`src/hdl/fubd_pkg.sv`:
```
// ----------------------------------------------------------------------------
// fubd_pkg: shared types and constants of the form body decoder
// Result kinds, the command word passed from front to back, queue sizing.
// ----------------------------------------------------------------------------
`default_nettype none

package fubd_pkg;

   // result kinds
   localparam logic [1:0] KIND_DATA     = 2'd0;
   localparam logic [1:0] KIND_NAME_END = 2'd1;
   localparam logic [1:0] KIND_PAIR_END = 2'd2;

   // command queue between front and back
   localparam int QUEUE_DEPTH = 4;
   localparam int QPTR_W      = $clog2(QUEUE_DEPTH);
   localparam int QCNT_W      = $clog2(QUEUE_DEPTH + 1);

   // one result item
   typedef struct packed {
      logic [1:0] kind;
      logic [7:0] data;
   } res_type;

   // work for the back end caused by one transaction: up to three bytes for
   // the utf-8 decoder, then an optional piece close with its markers
   typedef struct packed {
      logic [2:0][7:0] bytes;
      logic [1:0]      nbytes;
      logic            close;
      logic            eon;
      logic            eop;
   } cmd_type;

endpackage

`default_nettype wire

```
`src/hdl/fubd_if.sv`:
```
// ----------------------------------------------------------------------------
// fubd_if: handshake channels of the form body decoder
// Request channel (raw body bytes) and response channel (decoded results).
// ----------------------------------------------------------------------------
`default_nettype none

interface fubd_req_if;
   logic       valid;
   logic       ready;
   logic [7:0] body_byte;
   logic       is_end;

   modport source (output valid, output body_byte, output is_end, input ready);
   modport sink   (input valid, input body_byte, input is_end, output ready);
endinterface

interface fubd_rsp_if;
   logic       valid;
   logic       ready;
   logic [1:0] kind;
   logic [7:0] out_byte;
   logic       last;

   modport source (output valid, output kind, output out_byte, output last, input ready);
   modport sink   (input valid, input kind, input out_byte, input last, output ready);
endinterface

`default_nettype wire

```
`src/hdl/form_urlencoded_body_decoder.sv`:
```
// ----------------------------------------------------------------------------
// form_urlencoded_body_decoder: streaming form body decoder
// Splits a urlencoded body into name/value pieces, undoes '+' and %XX
// escapes and passes the bytes through a utf-8 decoder with replacement.
// ----------------------------------------------------------------------------
//
//  channel   dir  transaction contents
//  req_if    in   body_byte, is_end (end of body, flushes the open pair)
//  rsp_if    out  kind (data / end of name / end of pair), out_byte, last
//
//  a request transaction can be taken every cycle while the four-entry
//  command queue has room; the front classifies it in the cycle it arrives
//  the back end gives one result per cycle while rsp_if is ready; a
//  transaction gives up to eight results (for escape flushes), and a final
//  byte that only opens or extends a utf-8 sequence gives none; a transaction
//  that only holds a '%' or a digit, or an empty segment, never reaches it
//  reset is synchronous and empties the queue and the output register
//  a stalled rsp_if fills the queue and then drops req_if.ready
//
`default_nettype none

module form_urlencoded_body_decoder (
   input  wire logic clock,
   input  wire logic reset,
   fubd_req_if.sink   req_if,
   fubd_rsp_if.source rsp_if
);

   // front to queue
   fubd_pkg::cmd_type push_cmd;
   logic              push;
   logic              q_full;

   // queue to back
   fubd_pkg::cmd_type head_cmd;
   logic              head_valid;
   logic              pop;

   // segment, name/value and escape tracking
   fubd_front u_front (
      .clock    (clock),
      .reset    (reset),
      .req_if   (req_if),
      .q_full   (q_full),
      .push_cmd (push_cmd),
      .push     (push)
   );

   // decouples byte intake from result delivery
   fubd_queue u_queue (
      .clock      (clock),
      .reset      (reset),
      .push       (push),
      .push_cmd   (push_cmd),
      .pop        (pop),
      .head_cmd   (head_cmd),
      .head_valid (head_valid),
      .full       (q_full)
   );

   // utf-8 decoding and sequencing at one result per cycle while rsp_if is ready
   fubd_back u_back (
      .clock      (clock),
      .reset      (reset),
      .head_valid (head_valid),
      .head_cmd   (head_cmd),
      .pop        (pop),
      .rsp_if     (rsp_if)
   );

   // end of pair always closes the results of its transaction
   a_pair_end_last: assert property (@(posedge clock) disable iff (reset)
      (rsp_if.valid && rsp_if.kind == fubd_pkg::KIND_PAIR_END) |-> rsp_if.last)
      else $error("end of pair not flagged last");

   // no result appears without queued work
   a_no_spurious: assert property (@(posedge clock) disable iff (reset)
      (!head_valid && !rsp_if.valid) |=> !rsp_if.valid)
      else $error("result produced with empty queue");

   // markers carry a zero byte
   a_marker_zero: assert property (@(posedge clock) disable iff (reset)
      (rsp_if.valid && rsp_if.kind != fubd_pkg::KIND_DATA) |-> rsp_if.out_byte == 8'h00)
      else $error("marker with non-zero byte");

   // nothing is offered straight after reset
   a_reset_idle: assert property (@(posedge clock)
      $past(reset) |-> !rsp_if.valid)
      else $error("result valid after reset");

endmodule

`default_nettype wire

```
`src/hdl/fubd_front.sv`:
```
// ----------------------------------------------------------------------------
// fubd_front: segment and escape classifier
// Tracks name/value, open segment and pending percent escape; turns each
// accepted body byte that yields work into a command for the utf-8 back end.
// ----------------------------------------------------------------------------
`default_nettype none

module fubd_front (
   input  wire logic          clock,
   input  wire logic          reset,
   fubd_req_if.sink           req_if,
   input  wire logic          q_full,
   output fubd_pkg::cmd_type  push_cmd,
   output logic               push
);

   localparam logic [1:0] ESC_NONE  = 2'd0;
   localparam logic [1:0] ESC_PCT   = 2'd1;
   localparam logic [1:0] ESC_DIGIT = 2'd2;

   localparam logic [7:0] CH_AMP   = 8'h26;
   localparam logic [7:0] CH_EQ    = 8'h3d;
   localparam logic [7:0] CH_PCT   = 8'h25;
   localparam logic [7:0] CH_PLUS  = 8'h2b;
   localparam logic [7:0] CH_SPACE = 8'h20;

   function automatic logic hex_ok(input logic [7:0] c);
      hex_ok = (c >= 8'h30 && c <= 8'h39) || (c >= 8'h41 && c <= 8'h46) ||
               (c >= 8'h61 && c <= 8'h66);
   endfunction

   function automatic logic [3:0] hex_val(input logic [7:0] c);
      hex_val = c[3:0] + (c[6] ? 4'd9 : 4'd0);
   endfunction

   logic       in_value_ff, in_value_in;
   logic       seg_open_ff, seg_open_in;
   logic [1:0] esc_ff, esc_in;
   logic [7:0] held_ff, held_in;

   logic       accept;
   logic       plain;
   logic [1:0] k;
   logic [7:0] b;
   fubd_pkg::cmd_type cmd;

   assign req_if.ready = !q_full;
   assign accept       = req_if.valid && !q_full;
   assign b            = req_if.body_byte;

   always_comb begin
      cmd          = '0;
      in_value_in  = in_value_ff;
      seg_open_in  = seg_open_ff;
      esc_in       = esc_ff;
      held_in      = held_ff;
      plain        = 1'b0;
      k            = 2'd0;
      if (accept) begin
         if (req_if.is_end || b == CH_AMP) begin
            if (seg_open_ff) begin
               // pending escape goes out verbatim, then the segment closes
               cmd.bytes[0] = CH_PCT;
               cmd.bytes[1] = held_ff;
               cmd.nbytes   = esc_ff;
               cmd.close    = 1'b1;
               cmd.eon      = !in_value_ff;
               cmd.eop      = 1'b1;
               in_value_in  = 1'b0;
               seg_open_in  = 1'b0;
               esc_in       = ESC_NONE;
            end
         end else begin
            seg_open_in = 1'b1;
            if (b == CH_EQ && !in_value_ff) begin
               cmd.bytes[0] = CH_PCT;
               cmd.bytes[1] = held_ff;
               cmd.nbytes   = esc_ff;
               cmd.close    = 1'b1;
               cmd.eon      = 1'b1;
               in_value_in  = 1'b1;
               esc_in       = ESC_NONE;
            end else begin
               unique case (esc_ff)
                  ESC_NONE: begin
                     plain = 1'b1;
                  end
                  ESC_PCT: begin
                     if (hex_ok(b)) begin
                        held_in = b;
                        esc_in  = ESC_DIGIT;
                     end else begin
                        cmd.bytes[0] = CH_PCT;
                        k            = 2'd1;
                        plain        = 1'b1;
                     end
                  end
                  ESC_DIGIT: begin
                     if (hex_ok(b)) begin
                        cmd.bytes[0] = {hex_val(held_ff), hex_val(b)};
                        cmd.nbytes   = 2'd1;
                        esc_in       = ESC_NONE;
                     end else begin
                        cmd.bytes[0] = CH_PCT;
                        cmd.bytes[1] = held_ff;
                        k            = 2'd2;
                        plain        = 1'b1;
                     end
                  end
                  default: begin
                     esc_in = ESC_NONE;
                  end
               endcase
               // byte taken as ordinary piece data after any flushed prefix
               if (plain) begin
                  if (b == CH_PCT) begin
                     cmd.nbytes = k;
                     esc_in     = ESC_PCT;
                  end else begin
                     cmd.bytes[k] = (b == CH_PLUS) ? CH_SPACE : b;
                     cmd.nbytes   = k + 2'd1;
                     esc_in       = ESC_NONE;
                  end
               end
            end
         end
      end
   end

   assign push_cmd = cmd;
   assign push     = accept && (cmd.nbytes != 2'd0 || cmd.close);

   always_ff @(posedge clock) begin
      if (reset) begin
         in_value_ff <= 1'b0;
         seg_open_ff <= 1'b0;
         esc_ff      <= ESC_NONE;
      end else begin
         in_value_ff <= in_value_in;
         seg_open_ff <= seg_open_in;
         esc_ff      <= esc_in;
      end
      held_ff <= held_in;
   end

endmodule

`default_nettype wire

```
`src/hdl/fubd_queue.sv`:
```
// ----------------------------------------------------------------------------
// fubd_queue: command queue between front and back
// Small fifo so that the front keeps taking bytes while the back is busy.
// ----------------------------------------------------------------------------
`default_nettype none

module fubd_queue (
   input  wire logic              clock,
   input  wire logic              reset,
   input  wire logic              push,
   input  wire fubd_pkg::cmd_type push_cmd,
   input  wire logic              pop,
   output fubd_pkg::cmd_type      head_cmd,
   output logic                   head_valid,
   output logic                   full
);

   fubd_pkg::cmd_type mem_ff [fubd_pkg::QUEUE_DEPTH];

   logic [fubd_pkg::QPTR_W-1:0] wr_ptr_ff, wr_ptr_in;
   logic [fubd_pkg::QPTR_W-1:0] rd_ptr_ff, rd_ptr_in;
   logic [fubd_pkg::QCNT_W-1:0] count_ff, count_in;

   assign full       = (count_ff == fubd_pkg::QCNT_W'(fubd_pkg::QUEUE_DEPTH));
   assign head_valid = (count_ff != '0);
   assign head_cmd   = mem_ff[rd_ptr_ff];

   always_comb begin
      wr_ptr_in = push ? wr_ptr_ff + 1'b1 : wr_ptr_ff;
      rd_ptr_in = pop  ? rd_ptr_ff + 1'b1 : rd_ptr_ff;
      count_in  = count_ff;
      if (push && !pop) begin
         count_in = count_ff + 1'b1;
      end else if (pop && !push) begin
         count_in = count_ff - 1'b1;
      end
   end

   always_ff @(posedge clock) begin
      if (reset) begin
         wr_ptr_ff <= '0;
         rd_ptr_ff <= '0;
         count_ff  <= '0;
      end else begin
         wr_ptr_ff <= wr_ptr_in;
         rd_ptr_ff <= rd_ptr_in;
         count_ff  <= count_in;
      end
      if (push) begin
         mem_ff[wr_ptr_ff] <= push_cmd;
      end
   end

endmodule

`default_nettype wire

```
`src/hdl/fubd_back.sv`:
```
// ----------------------------------------------------------------------------
// fubd_back: utf-8 decoder and result sequencer
// Walks the elements of the head command, one result per cycle while the
// output register is free, and holds the result in that output register.
// ----------------------------------------------------------------------------
`default_nettype none

module fubd_back (
   input  wire logic              clock,
   input  wire logic              reset,
   input  wire logic              head_valid,
   input  wire fubd_pkg::cmd_type head_cmd,
   output logic                   pop,
   fubd_rsp_if.source             rsp_if
);

   typedef struct packed {
      logic [1:0]  needed;
      logic [20:0] cp;
      logic [7:0]  lower;
      logic [7:0]  upper;
   } u8_state_type;

   typedef struct packed {
      fubd_pkg::res_type [5:0] outs;
      logic [2:0]              cnt;
      u8_state_type            nstate;
   } exp_type;

   localparam u8_state_type U8_IDLE = '{needed: 2'd0, cp: 21'd0,
                                        lower: 8'h80, upper: 8'hbf};

   localparam logic [7:0] REPL_0 = 8'hef;
   localparam logic [7:0] REPL_1 = 8'hbf;
   localparam logic [7:0] REPL_2 = 8'hbd;

   function automatic fubd_pkg::res_type data_res(input logic [7:0] d);
      data_res = '{kind: fubd_pkg::KIND_DATA, data: d};
   endfunction

   function automatic logic [7:0] pick_byte(input logic [2:0][7:0] bytes,
                                            input logic [1:0] idx);
      case (idx)
         2'd0:    pick_byte = bytes[0];
         2'd1:    pick_byte = bytes[1];
         2'd2:    pick_byte = bytes[2];
         default: pick_byte = 8'h00;
      endcase
   endfunction

   // one byte through the decoder: results and state after it
   function automatic exp_type byte_expand(input u8_state_type st, input logic [7:0] b);
      exp_type     r;
      logic        lead;
      logic [2:0]  base;
      logic [20:0] cp;
      r      = '0;
      r.nstate = st;
      lead   = 1'b0;
      base   = 3'd0;
      cp     = '0;
      if (st.needed == 2'd0) begin
         lead = 1'b1;
      end else if (b < st.lower || b > st.upper) begin
         // bad continuation: replacement, then the byte starts over as a lead
         r.outs[0] = data_res(REPL_0);
         r.outs[1] = data_res(REPL_1);
         r.outs[2] = data_res(REPL_2);
         r.cnt     = 3'd3;
         r.nstate  = U8_IDLE;
         lead      = 1'b1;
         base      = 3'd3;
      end else begin
         cp              = {st.cp[14:0], b[5:0]};
         r.nstate.needed = st.needed - 2'd1;
         r.nstate.cp     = cp;
         r.nstate.lower  = 8'h80;
         r.nstate.upper  = 8'hbf;
         if (st.needed == 2'd1) begin
            r.nstate.cp = '0;
            if (cp <= 21'h7f) begin
               r.outs[0] = data_res(cp[7:0]);
               r.cnt     = 3'd1;
            end else if (cp <= 21'h7ff) begin
               r.outs[0] = data_res({3'b110, cp[10:6]});
               r.outs[1] = data_res({2'b10, cp[5:0]});
               r.cnt     = 3'd2;
            end else if (cp <= 21'hffff) begin
               r.outs[0] = data_res({4'b1110, cp[15:12]});
               r.outs[1] = data_res({2'b10, cp[11:6]});
               r.outs[2] = data_res({2'b10, cp[5:0]});
               r.cnt     = 3'd3;
            end else begin
               r.outs[0] = data_res({5'b11110, cp[20:18]});
               r.outs[1] = data_res({2'b10, cp[17:12]});
               r.outs[2] = data_res({2'b10, cp[11:6]});
               r.outs[3] = data_res({2'b10, cp[5:0]});
               r.cnt     = 3'd4;
            end
         end
      end
      if (lead) begin
         if (b <= 8'h7f) begin
            r.outs[base] = data_res(b);
            r.cnt        = base + 3'd1;
         end else if (b >= 8'hc2 && b <= 8'hdf) begin
            r.nstate = '{needed: 2'd1, cp: {16'd0, b[4:0]}, lower: 8'h80, upper: 8'hbf};
         end else if (b >= 8'he0 && b <= 8'hef) begin
            r.nstate.needed = 2'd2;
            r.nstate.cp     = {17'd0, b[3:0]};
            r.nstate.lower  = (b == 8'he0) ? 8'ha0 : 8'h80;
            r.nstate.upper  = (b == 8'hed) ? 8'h9f : 8'hbf;
         end else if (b >= 8'hf0 && b <= 8'hf4) begin
            r.nstate.needed = 2'd3;
            r.nstate.cp     = {18'd0, b[2:0]};
            r.nstate.lower  = (b == 8'hf0) ? 8'h90 : 8'h80;
            r.nstate.upper  = (b == 8'hf4) ? 8'h8f : 8'hbf;
         end else begin
            r.outs[base]        = data_res(REPL_0);
            r.outs[base + 3'd1] = data_res(REPL_1);
            r.outs[base + 3'd2] = data_res(REPL_2);
            r.cnt               = base + 3'd3;
         end
      end
      byte_expand = r;
   endfunction

   // piece close: truncated sequence gives one replacement, then markers
   function automatic exp_type close_expand(input u8_state_type st, input logic eon,
                                            input logic eop);
      exp_type r;
      r        = '0;
      r.nstate = U8_IDLE;
      if (st.needed != 2'd0) begin
         r.outs[0] = data_res(REPL_0);
         r.outs[1] = data_res(REPL_1);
         r.outs[2] = data_res(REPL_2);
         r.cnt     = 3'd3;
      end
      if (eon) begin
         r.outs[r.cnt] = '{kind: fubd_pkg::KIND_NAME_END, data: 8'h00};
         r.cnt         = r.cnt + 3'd1;
      end
      if (eop) begin
         r.outs[r.cnt] = '{kind: fubd_pkg::KIND_PAIR_END, data: 8'h00};
         r.cnt         = r.cnt + 3'd1;
      end
      close_expand = r;
   endfunction

   u8_state_type      st_ff, st_in;
   logic [1:0]        ei_ff, ei_in;
   logic [2:0]        si_ff, si_in;
   logic              rsp_valid_ff, rsp_valid_in;
   fubd_pkg::res_type rsp_res_ff, rsp_res_in;
   logic              rsp_last_ff, rsp_last_in;

   exp_type    cur;
   exp_type    nxt;
   logic [2:0] nelem;
   logic       out_free;
   logic       go;
   logic       emit;
   logic       elem_done;
   logic       last_elem;
   logic       next_silent;

   assign nelem = {1'b0, head_cmd.nbytes} + {2'b00, head_cmd.close};

   always_comb begin
      if (ei_ff < head_cmd.nbytes) begin
         cur = byte_expand(st_ff, pick_byte(head_cmd.bytes, ei_ff));
      end else begin
         cur = close_expand(st_ff, head_cmd.eon, head_cmd.eop);
      end
      // only a final byte element can give no result, so look one ahead
      nxt = byte_expand(cur.nstate, pick_byte(head_cmd.bytes, ei_ff + 2'd1));
   end

   assign out_free    = !rsp_valid_ff || rsp_if.ready;
   assign go          = head_valid && (cur.cnt == 3'd0 || out_free);
   assign emit        = go && (cur.cnt != 3'd0);
   assign elem_done   = go && (cur.cnt == 3'd0 || si_ff == cur.cnt - 3'd1);
   assign last_elem   = ({1'b0, ei_ff} == nelem - 3'd1);
   assign next_silent = ({1'b0, ei_ff} == nelem - 3'd2) && !head_cmd.close &&
                        (nxt.cnt == 3'd0);
   assign pop         = elem_done && last_elem;

   always_comb begin
      st_in        = st_ff;
      ei_in        = ei_ff;
      si_in        = si_ff;
      rsp_res_in   = rsp_res_ff;
      rsp_last_in  = rsp_last_ff;
      rsp_valid_in = rsp_if.ready ? 1'b0 : rsp_valid_ff;
      if (emit) begin
         rsp_valid_in = 1'b1;
         rsp_res_in   = cur.outs[si_ff];
         rsp_last_in  = (si_ff == cur.cnt - 3'd1) && (last_elem || next_silent);
      end
      if (elem_done) begin
         st_in = cur.nstate;
         si_in = 3'd0;
         ei_in = last_elem ? 2'd0 : ei_ff + 2'd1;
      end else if (emit) begin
         si_in = si_ff + 3'd1;
      end
   end

   always_ff @(posedge clock) begin
      if (reset) begin
         st_ff        <= U8_IDLE;
         ei_ff        <= 2'd0;
         si_ff        <= 3'd0;
         rsp_valid_ff <= 1'b0;
      end else begin
         st_ff        <= st_in;
         ei_ff        <= ei_in;
         si_ff        <= si_in;
         rsp_valid_ff <= rsp_valid_in;
      end
      rsp_res_ff  <= rsp_res_in;
      rsp_last_ff <= rsp_last_in;
   end

   assign rsp_if.valid    = rsp_valid_ff;
   assign rsp_if.kind     = rsp_res_ff.kind;
   assign rsp_if.out_byte = rsp_res_ff.data;
   assign rsp_if.last     = rsp_last_ff;

endmodule

`default_nettype wire

```
`src/flat_wrapper.sv`:
```
// flat-port wrapper written by rule: the top's interface ports become plain ports
module form_urlencoded_body_decoder_flat 
  (clock, reset, req_if_valid, req_if_body_byte, req_if_is_end, req_if_ready, rsp_if_valid, rsp_if_kind, rsp_if_out_byte, rsp_if_last, rsp_if_ready);
  fubd_req_if req_if_i ();
  fubd_rsp_if rsp_if_i ();
  input  wire logic clock;
  input  wire logic reset;
  input wire logic [$bits(req_if_i.valid)-1:0] req_if_valid;
  input wire logic [$bits(req_if_i.body_byte)-1:0] req_if_body_byte;
  input wire logic [$bits(req_if_i.is_end)-1:0] req_if_is_end;
  output wire logic [$bits(req_if_i.ready)-1:0] req_if_ready;
  output wire logic [$bits(rsp_if_i.valid)-1:0] rsp_if_valid;
  output wire logic [$bits(rsp_if_i.kind)-1:0] rsp_if_kind;
  output wire logic [$bits(rsp_if_i.out_byte)-1:0] rsp_if_out_byte;
  output wire logic [$bits(rsp_if_i.last)-1:0] rsp_if_last;
  input wire logic [$bits(rsp_if_i.ready)-1:0] rsp_if_ready;
  assign req_if_i.valid = req_if_valid;
  assign req_if_i.body_byte = req_if_body_byte;
  assign req_if_i.is_end = req_if_is_end;
  assign req_if_ready = req_if_i.ready;
  assign rsp_if_valid = rsp_if_i.valid;
  assign rsp_if_kind = rsp_if_i.kind;
  assign rsp_if_out_byte = rsp_if_i.out_byte;
  assign rsp_if_last = rsp_if_i.last;
  assign rsp_if_i.ready = rsp_if_ready;
  form_urlencoded_body_decoder u_core (.clock(clock), .reset(reset), .req_if(req_if_i), .rsp_if(rsp_if_i));
endmodule
```
`config.mk`:
```
export PLATFORM = sky130hd
export DESIGN_NAME = form_urlencoded_body_decoder_flat
export DESIGN_NICKNAME = d
export VERILOG_FILES = /design/src/hdl/fubd_pkg.sv /design/src/hdl/fubd_if.sv /design/src/hdl/form_urlencoded_body_decoder.sv /design/src/hdl/fubd_front.sv /design/src/hdl/fubd_queue.sv /design/src/hdl/fubd_back.sv /design/src/flat_wrapper.sv
export SDC_FILE = /design/constraint.sdc
export NUM_CORES = 1
export LEC_CHECK = 0
export ABC_AREA = 1
export BUFFER_PORTS_ARGS = -buffer_cell sky130_fd_sc_hd__buf_2
export CAP_MARGIN = 15
export CORE_MARGIN = 2
export CORE_UTILIZATION = 39
export CTS_BUF_LIST = sky130_fd_sc_hd__clkbuf_8 sky130_fd_sc_hd__clkbuf_16
export CTS_CLUSTER_SIZE = 8
export DETAILED_ROUTE_END_ITERATION = 10
export RECOVER_POWER = 100
export SYNTH_ARGS = -nofsm -noshare
export SYNTH_HDL_FRONTEND = slang
export SYNTH_SLANG_ARGS = --single-unit
```
`constraint.sdc`:
```
create_clock -name clock -period 5.6 [get_ports clock]
set_clock_uncertainty 0.1 [all_clocks]
set_input_delay 0.56 -clock clock [delete_from_list [all_inputs] [get_ports clock]]
set_output_delay 0.56 -clock clock [all_outputs]
set_load 0.1 [all_outputs]
```
==> Flow_metrics.wiki, run 1 <==
{| class="wikitable"
! Metric !! Value
|-
| Status || finished with violations
|-
| Number of routed nets with antenna violations || 0
|-
| Crit Path Category || reg2reg
|-
| Detailed Place HPWL || roughly 22,000 um
|-
| Vertical die dimension || 174 um
|-
| Drc violations || 0
|-
| Total track usage || 0.201
|-
| Synth Cell Area || 11,300 um2
|-
| Number of buffers added by the clock tree synthesis step || 17
|-
| # diodes || 0
|-
| First-pass GRT wire length || 48,300 um
|-
| Wire length after detailed routing || 30,600 um
|-
| Clk sink count || between 150 and 200
|-
| Setup slack of the most critical reg-to-reg path || 440 ps
|-
| CP max FO || 20
|-
| Power per unit of standard cell area || ~610 nW/um2
|-
| Clock Latency Late Sink || 440 ps
|-
| Data required time at the worst endpoint || 5820 ps
|-
| Slew at the pin closest to its max-slew limit || 1880 ps
|-
| First-pass iteration count of the detailed router || 5
|-
| Main synth FF type || edfxtp_1
|-
| Maximum level of the CTS H-tree || 4
|-
| Maximum number of pins on one net before global-route repair || 41
|-
| Top metal layer carrying routed signals || met4
|-
| Final count of pins violating max slew || 90
|-
| Sequential share of the synthesized area || 0.451
|-
| Leakage || 5.28 nW
|-
| Clock slew seen by the registers of the worst setup and hold paths || 70 ps
|-
| Number of hold-slack violations in the final timing report || 0
|-
| Min cycle time layout || 5160 ps
|-
| Hold slack final || 325 ps
|-
| Data arrival time of the critical path || 5390 ps
|-
| Layout area overhead || 10.9%
|-
| Share of synthesized flip-flops with an asynchronous set or reset || 0
|-
| Distinct cell type count of the synthesized netlist || 58
|-
| Number of flops mapped to enable cells by yosys || 135
|-
| Placeable core region || 28,600 um2
|-
| WL met3 || 1370 um
|-
| Post-synthesis sequential element count || 187
|-
| Initial Util || 0.394
|-
| Count of buffers from port buffering || 25
|-
| Violated checks || capacitance limit, slew limit
|-
| Number of vias per cell after detailed routing || 5.30
|-
| Number of cells produced by synthesis || about 1,400
|-
| Syn_area_per_cell || 8.33 um2
|-
| CTS max path bufs || 2
|-
| Layout cells sized above 1 || 0.0871
|-
| Crit path max-delay cell type || dfxtp_4
|-
| Post-Synthesis Net Count || roughly 1,400
|-
| Max-Slew Margin vs Limit || -0.253
|-
| Buffer type at the clock tree root || clkbuf_16
|-
| First DRT Iteration DRCs || 777
|-
| Crit path capture type || flop
|-
| Max-cap viol count || 3
|-
| Via count || approximately 9,500
|-
| Warning count from the yosys run || 0
|-
| Nets@finish || 1,472
|-
| Met2 routed WL || 15,200 um
|-
| Final-report setup violation count || 0
|-
| Final instance area || 12,500 um2
|-
| TritonCTS clock tree || done
|-
| Std cell rows || just over 60
|-
| Number of global-route vias before repair || 9,137
|-
| Period Utilization, post-route || 0.922
|-
| Capturing instance or port of the critical path || u_core.u_queue.count_ff[2]$_SDFFE_PP0P_
|-
| Die boundary width || about 170 um
|-
| Upper clock frequency limit || just under 0.2 GHz
|-
| Area post-placement || between 10,000 and 15,000 um2
|-
| CP startpoint kind || flop
|-
| Cells on worst reg2reg path || 33
|-
| Average wire length per cell after detail routing || 17.2 um
|-
| Capture point of the worst reg-to-reg path || u_core.u_queue.count_ff[2]$_SDFFE_PP0P_
|-
| Final global-route overflow total || 0
|-
| Met1 layer wirelength in the final routing || 13,300 um
|-
| Tightest Hold Check Type || in2reg
|-
| Crit-path most repeated cell || o21ai_0
|-
| Antenna violations before repair || 0
|-
| Routability Congestion || 0.945
|-
| I/O pin count || 26
|-
| Total Die Area || 30,300 um2
|-
| Highest cell delay on the worst timing path || 390 ps
|-
| VDD IR max || 0.269 mV
|}
==> power breakdown <==
group | leakage, nW | internal, mW | switching (mW)
clock | 0.317 | 0.723 | 0.575
combinational | 3.25 | 1.32 | 3.17
sequential | 1.71 | 1.74 | 0.107
==> cells by family (layout without fill, tap and decap cells) <==
family,Yosys count,count (layout),synth area share
flip-flops,187,187,0.451
multiplexers,2,2,0.00188
XOR/XNOR,10,10,0.00776
AND/OR/NAND/NOR,625,625,0.237
buffers and inverters,209,254,0.0819
adder cells (fa/ha/maj),71,71,0.0793
AO/OA/AOI/OAI,252,252,0.141
==> Yosys cell counts, drive strengths merged (2+ instances only) <==
| cell type | count | area share |
|---|---|---|
| a22oi | 6 | 0.0040 |
| nor3 | 12 | 0.0053 |
| xnor2 | 4 | 0.0031 |
| o221ai | 8 | 0.0062 |
| nor3b | 2 | 0.0018 |
| o31ai | 4 | 0.0027 |
| xor2 | 6 | 0.0047 |
| a32oi | 7 | 0.0054 |
| edfxtp | 135 | 0.36 |
| dfxtp | 52 | 0.092 |
| a211oi | 7 | 0.0047 |
| nand3 | 110 | 0.050 |
| o311ai | 4 | 0.0031 |
| nand2 | 345 | 0.12 |
| or2 | 2 | 0.0011 |
| nor2 | 136 | 0.047 |
| ha | 70 | 0.078 |
| o2111ai | 4 | 0.0031 |
| nand4 | 12 | 0.0066 |
| nor4 | 6 | 0.0033 |
| clkinv | 4 | 0.0014 |
| a21oi | 62 | 0.028 |
| a31oi | 4 | 0.0022 |
| buf | 33 | 0.023 |
| a2111oi | 2 | 0.0016 |
| a32o | 11 | 0.0098 |
| inv | 156 | 0.053 |
| o21ai | 98 | 0.046 |
| o211ai | 13 | 0.011 |
| o22ai | 19 | 0.011 |
| clkbuf | 16 | 0.0053 |
==> worst min path at each step <==
stage,startpoint,to,slack [ps],depth (start not counted)
6_report,rsp_if_ready,u_core.u_back.rsp_if.valid$_SDFFE_PP0P_,330,4
5_1_grt,rsp_if_ready,u_core.u_back.rsp_if.valid$_SDFFE_PP0P_,320,4
4_1_cts,req_if_body_byte[0],u_core.u_front.held_ff[0]$_DFFE_PP_,250,1
3_5_place_dp,u_core.u_front.seg_open_ff$_SDFFE_PP0P_,u_core.u_front.seg_open_ff$_SDFFE_PP0P_,370,2
3_3_place_gp,u_core.u_front.seg_open_ff$_SDFFE_PP0P_,u_core.u_front.seg_open_ff$_SDFFE_PP0P_,360,2
2_1_floorplan,u_core.u_back.st_ff[15]$_SDFFE_PP1P_,u_core.u_back.st_ff[15]$_SDFFE_PP1P_,340,2
==> critical path: cells and delay by family (launching register included) <==
| kind | cells | cell delay, ps |
|---|---|---|
| xor gates and xnor gates | 1 | 150 |
| buffers and inverters | 5 | 570 |
| AOI/OAI and AO/OA | 13 | 1680 |
| DFF | 1 | 390 |
| and+or+nand+nor | 9 | 800 |
| adders and majority gates | 5 | 1340 |
==> through the flow <==
step            util  setup TNS [ps]  instances  setup WS, ps  power [mW]
3_5_place_dp   0.414               0       1749           309        6.30
4_1_cts        0.436               0       1781           186        7.62
6_report       0.437               0       1785           436        7.64
3_3_place_gp   0.414               0       1749           363        6.27
2_1_floorplan      -               0       1356           602        5.24
5_1_grt        0.437           -5.01       1785         -5.01        8.27
==> layout make-up <==
cell class                 count  area, um2
timing repair inverter         1       8.76
inverter                     160        617
fill                        2862      16100
sequential                   187       5100
clock buffer                  17        425
timing repair buffer          61        398
tap                          384        480
multi-input combinational    960       5280
clock inverter                15        213
==> sequential cells by signal (all words and copies together) (netlist names), 2 cells and up, named ones only <==
register and count:
u_core.u_queue.wr_ptr_ff 2, u_core.u_queue.mem_ff 116, u_core.u_back.rsp_if.kind 2, u_core.u_back.si_ff 3, u_core.u_front.held_ff 8, u_core.u_queue.rd_ptr_ff 2, u_core.u_back.rsp_if.out_byte 8, u_core.u_back.ei_ff 2
u_core.u_back.st_ff 33, u_core.u_front.esc_ff 2, u_core.u_queue.count_ff 3
==> what timing repair did <==
action                     in CTS  in global routing
setup endpoints to repair       0                  8
setup buffers                   0                  2
resized for setup               0                 26
hold buffers                    0                  0
==> routing by layer <==
metal / GRT usage / vias up
li1: - / 4688
met3: 0.0372 / 55
met4: 0.0711 / 0
met2: 0.348 / 241
met1: 0.253 / 4476
met5: 0 / -
==> cells in the final DEF, fill, tap and decap left out, types with 12 or more instances in the layout <==
cell,Yosys,routed
nand2_1,328,330
inv_1,148,151
edfxtp_1,135,135
nor2_1,128,128
nand3_1,108,107
o21ai_0,66,71
ha_1,70,68
a21oi_1,61,61
dfxtp_1,52,49
clkbuf_1,16,26
buf_4,11,25
o22ai_1,19,19
o21ai_1,26,18
clkbuf_16,0,18
nor3_1,12,12
nand4_1,12,12
No activity file was read; power rests on OpenSTA's default activity.
==> run 2: changes to the inputs <==
--- a/config.mk
+++ b/config.mk
@@ -6,13 +6,13 @@
 export NUM_CORES = 1
 export LEC_CHECK = 0
 export ABC_AREA = 1
-export BUFFER_PORTS_ARGS = -buffer_cell sky130_fd_sc_hd__buf_2
 export CAP_MARGIN = 15
 export CORE_MARGIN = 2
 export CORE_UTILIZATION = 39
 export CTS_BUF_LIST = sky130_fd_sc_hd__clkbuf_8 sky130_fd_sc_hd__clkbuf_16
 export CTS_CLUSTER_SIZE = 8
 export DETAILED_ROUTE_END_ITERATION = 10
+export DONT_BUFFER_PORTS = 1
 export RECOVER_POWER = 100
 export SYNTH_ARGS = -nofsm -noshare
 export SYNTH_HDL_FRONTEND = slang
==> Flow_metrics.wiki, run 2 (synthesis results as in run 1) <==
{| class="wikitable"
! Metric !! Value
|-
| Number of routed nets with antenna violations || 0 (unchanged)
|-
| Max reg flops || 116 (unchanged)
|-
| Capture point of the worst reg-to-reg path || u_core.u_queue.count_ff[2]$_SDFFE_PP0P_ (unchanged)
|-
| CP max FO || 17 (was 20)
|-
| Highest cell delay on the worst timing path || 450 ps (was 390 ps)
|-
| Total Die Area || 30,300 um2 (unchanged)
|-
| Largest regs || u_core.u_queue.mem_ff x116, u_core.u_back.st_ff x33 (unchanged)
|-
| Drc violations || 0 (unchanged)
|-
| Setup slack of the most critical reg-to-reg path || 380 ps (was 440 ps)
|-
| Crit path max-delay cell type || dfxtp_4 (unchanged)
|-
| Antenna violations before repair || 0 (unchanged)
|-
| Total track usage || 0.202 (was 0.201)
|-
| Number of hold-slack violations in the final timing report || 0 (unchanged)
|-
| Leakage || 5.31 nW (was 5.28 nW)
|-
| Layout cells sized above 1 || 0.101 (was 0.0871)
|-
| Min cycle time layout || 5220 ps (was 5160 ps)
|-
| Total power || 7.69 mW (was 7.64 mW)
|-
| Layout area overhead || 11.3% (was 10.9%)
|-
| Detailed Place HPWL || 21,500 um (was 22,000 um)
|-
| Number of buffers added by the clock tree synthesis step || 17 (unchanged)
|-
| Std cell rows || 62 (unchanged)
|-
| CTS max path bufs || 2 (unchanged)
|-
| First-pass GRT wire length || 49,000 um (was 48,300 um)
|-
| Buffer type at the clock tree root || clkbuf_16 (unchanged)
|-
| Most frequent standard cell in the layout excluding fill and tap cells || nand2_1 (unchanged)
|-
| Status || finished, final reports clean (was finished with violations)
|-
| Clock Latency Late Sink || 450 ps (was 440 ps)
|-
| Tightest Hold Check Type || in2reg (unchanged)
|-
| Slew at the pin closest to its max-slew limit || 1290 ps (was 1880 ps)
|-
| CP startpoint kind || flop (unchanged)
|-
| First-pass iteration count of the detailed router || 5 (unchanged)
|-
| Crit Path Category || reg2reg (unchanged)
|-
| Largest register by flop count || u_core.u_queue.mem_ff (unchanged)
|-
| Power per unit of standard cell area || 611 nW/um2 (was 610 nW/um2)
|-
| Wire length after detailed routing || 30,100 um (was 30,600 um)
|-
| Area post-placement || 11,700 um2 (was 11,800 um2)
|-
| Count of buffers from port buffering || 0 (was 25)
|-
| Crit path capture type || flop (unchanged)
|-
| Top library cells by usage in the layout, fill and taps aside || nand2_1, inv_1, edfxtp_1, nor2_1, nand3_1 (unchanged)
|-
| Hold worst-path end || u_core.u_queue.rd_ptr_ff[0]$_SDFFE_PP0P_ (was u_core.u_back.rsp_if.valid$_SDFFE_PP0P_)
|-
| Die boundary width || 174 um (unchanged)
|-
| TritonCTS clock tree || done (unchanged)
|-
| Met1 layer wirelength in the final routing || 13,200 um (was 13,300 um)
|-
| Max-cap viol count || 0 (was 3)
|-
| Via count || 9,548 (was 9,460)
|-
| I/O pin count || 26 (unchanged)
|-
| Upper clock frequency limit || 0.191 GHz (was 0.194 GHz)
|-
| Average wire length per cell after detail routing || 17.0 um (was 17.2 um)
|-
| WL met3 || 1750 um (was 1370 um)
|-
| Met2 routed WL || 14,300 um (was 15,200 um)
|-
| VDD IR max || 0.245 mV (was 0.269 mV)
|-
| Source of the worst hold timing path || reset (was rsp_if_ready)
|-
| Nets@finish || 1,453 (was 1,472)
|-
| Period Utilization, post-route || 0.933 (was 0.922)
|-
| Placeable core region || 28,600 um2 (unchanged)
|-
| Maximum level of the CTS H-tree || 4 (unchanged)
|-
| Vertical die dimension || 174 um (unchanged)
|-
| First DRT Iteration DRCs || 1,002 (was 777)
|-
| Data required time at the worst endpoint || 5840 ps (was 5820 ps)
|-
| # diodes || 0 (unchanged)
|-
| Data arrival time of the critical path || 5470 ps (was 5390 ps)
|-
| Hold buffers post-CTS || 0 (unchanged)
|-
| Hold path depth || 1 (was 4)
|-
| Final instance area || 12,600 um2 (was 12,500 um2)
|-
| Clock slew seen by the registers of the worst setup and hold paths || 90 ps (was 70 ps)
|-
| Clk sink count || 187 (unchanged)
|-
| Initial Util || 0.394 (unchanged)
|-
| Top metal layer carrying routed signals || met4 (unchanged)
|-
| Final count of pins violating max slew || 0 (was 90)
|-
| Number of global-route vias before repair || 9,366 (was 9,137)
|-
| Maximum number of pins on one net before global-route repair || 39 (was 41)
|-
| Routability Congestion || 0.987 (was 0.945)
|-
| Cells on worst reg2reg path || 32 (was 33)
|-
| Number of vias per cell after detailed routing || 5.41 (was 5.30)
|-
| Final-report setup violation count || 0 (unchanged)
|-
| Max-Slew Margin vs Limit || 0.140 (was -0.253)
|-
| Final global-route overflow total || 0 (unchanged)
|}
-- run 2: cell types whose count changed in the layout (fill, tap and decap cells not counted), sizes merged --
cell | previous run | this run
clkbuf | 45 | 21
inv | 163 | 167
clkinv | 10 | 9
bufinv | 3 | 0
buf | 33 | 38
-- run 2: how the worst max path moves through the flow --
stage / from / end / slack (ps) / depth (start not counted)
2_1_floorplan: u_core.u_back.ei_ff[0]$_SDFFE_PP0P_ / u_core.u_queue.count_ff[2]$_SDFFE_PP0P_ / 600 / 30
3_3_place_gp: flop / u_core.u_queue.count_ff[2]$_SDFFE_PP0P_ / 280 / 33
3_5_place_dp: flop / u_core.u_queue.count_ff[2]$_SDFFE_PP0P_ / 200 / 33
4_1_cts: flop / u_core.u_queue.count_ff[2]$_SDFFE_PP0P_ / 190 / 33
5_1_grt: flop / u_core.u_queue.count_ff[2]$_SDFFE_PP0P_ / -20 / 34
6_report: flop / u_core.u_queue.count_ff[2]$_SDFFE_PP0P_ / 380 / 32
-- run 2: final cells by class --
class                      instances  area, um2
timing repair inverter             1       8.76
timing repair buffer              42        384
clock inverter                    15        224
sequential                       187       5100
inverter                         160        617
multi-input combinational        960       5330
fill                            2763      16100
tap                              384        480
clock buffer                      17        425
-- run 2: critical path, delay by kind of cell (launching register included) --
kind / cells / cell delay (ps)
compound gates: 10 / 1160
xor+xnor: 1 / 140
fa+ha+maj: 5 / 1380
buf+inv: 6 / 770
flops: 1 / 450
simple gates: 10 / 1150
-- run 2: per-layer routing --
layer | global-route usage | vias to the layer above
met5 | 0 | -
met4 | 0.0658 | 0
met3 | 0.0370 | 59
met2 | 0.337 | 340
met1 | 0.264 | 4479
li1 | - | 4670
-- run 2: what timing repair did --
item	in CTS	in global routing
resized for setup	0	26
setup buffers	0	4
setup endpoints to repair	0	8
-- run 2: report_power, final --
part / internal [mW] / switching (mW) / leakage (nW)
Combinational: 1.35 / 2.85 / 3.29
Sequential: 1.74 / 0.435 / 1.71
Clock: 0.637 / 0.673 / 0.311
-- run 2: through the flow --
| stage | hold slack (ps) | cells | setup slack [ps] | TNS, ps | util |
|---|---|---|---|---|---|
| 3_5_place_dp | 358 | 1726 | 205 | 0 | 0.410 |
| 3_3_place_gp | 350 | 1726 | 275 | 0 | 0.410 |
| 6_report | 83.1 | 1766 | 376 | 0 | 0.439 |
| 5_1_grt | 62.5 | 1766 | -18.0 | -18.0 | 0.439 |
| 4_1_cts | 63.2 | 1758 | 186 | 0 | 0.433 |
| 2_1_floorplan | 344 | 1356 | 602 | 0 | - |
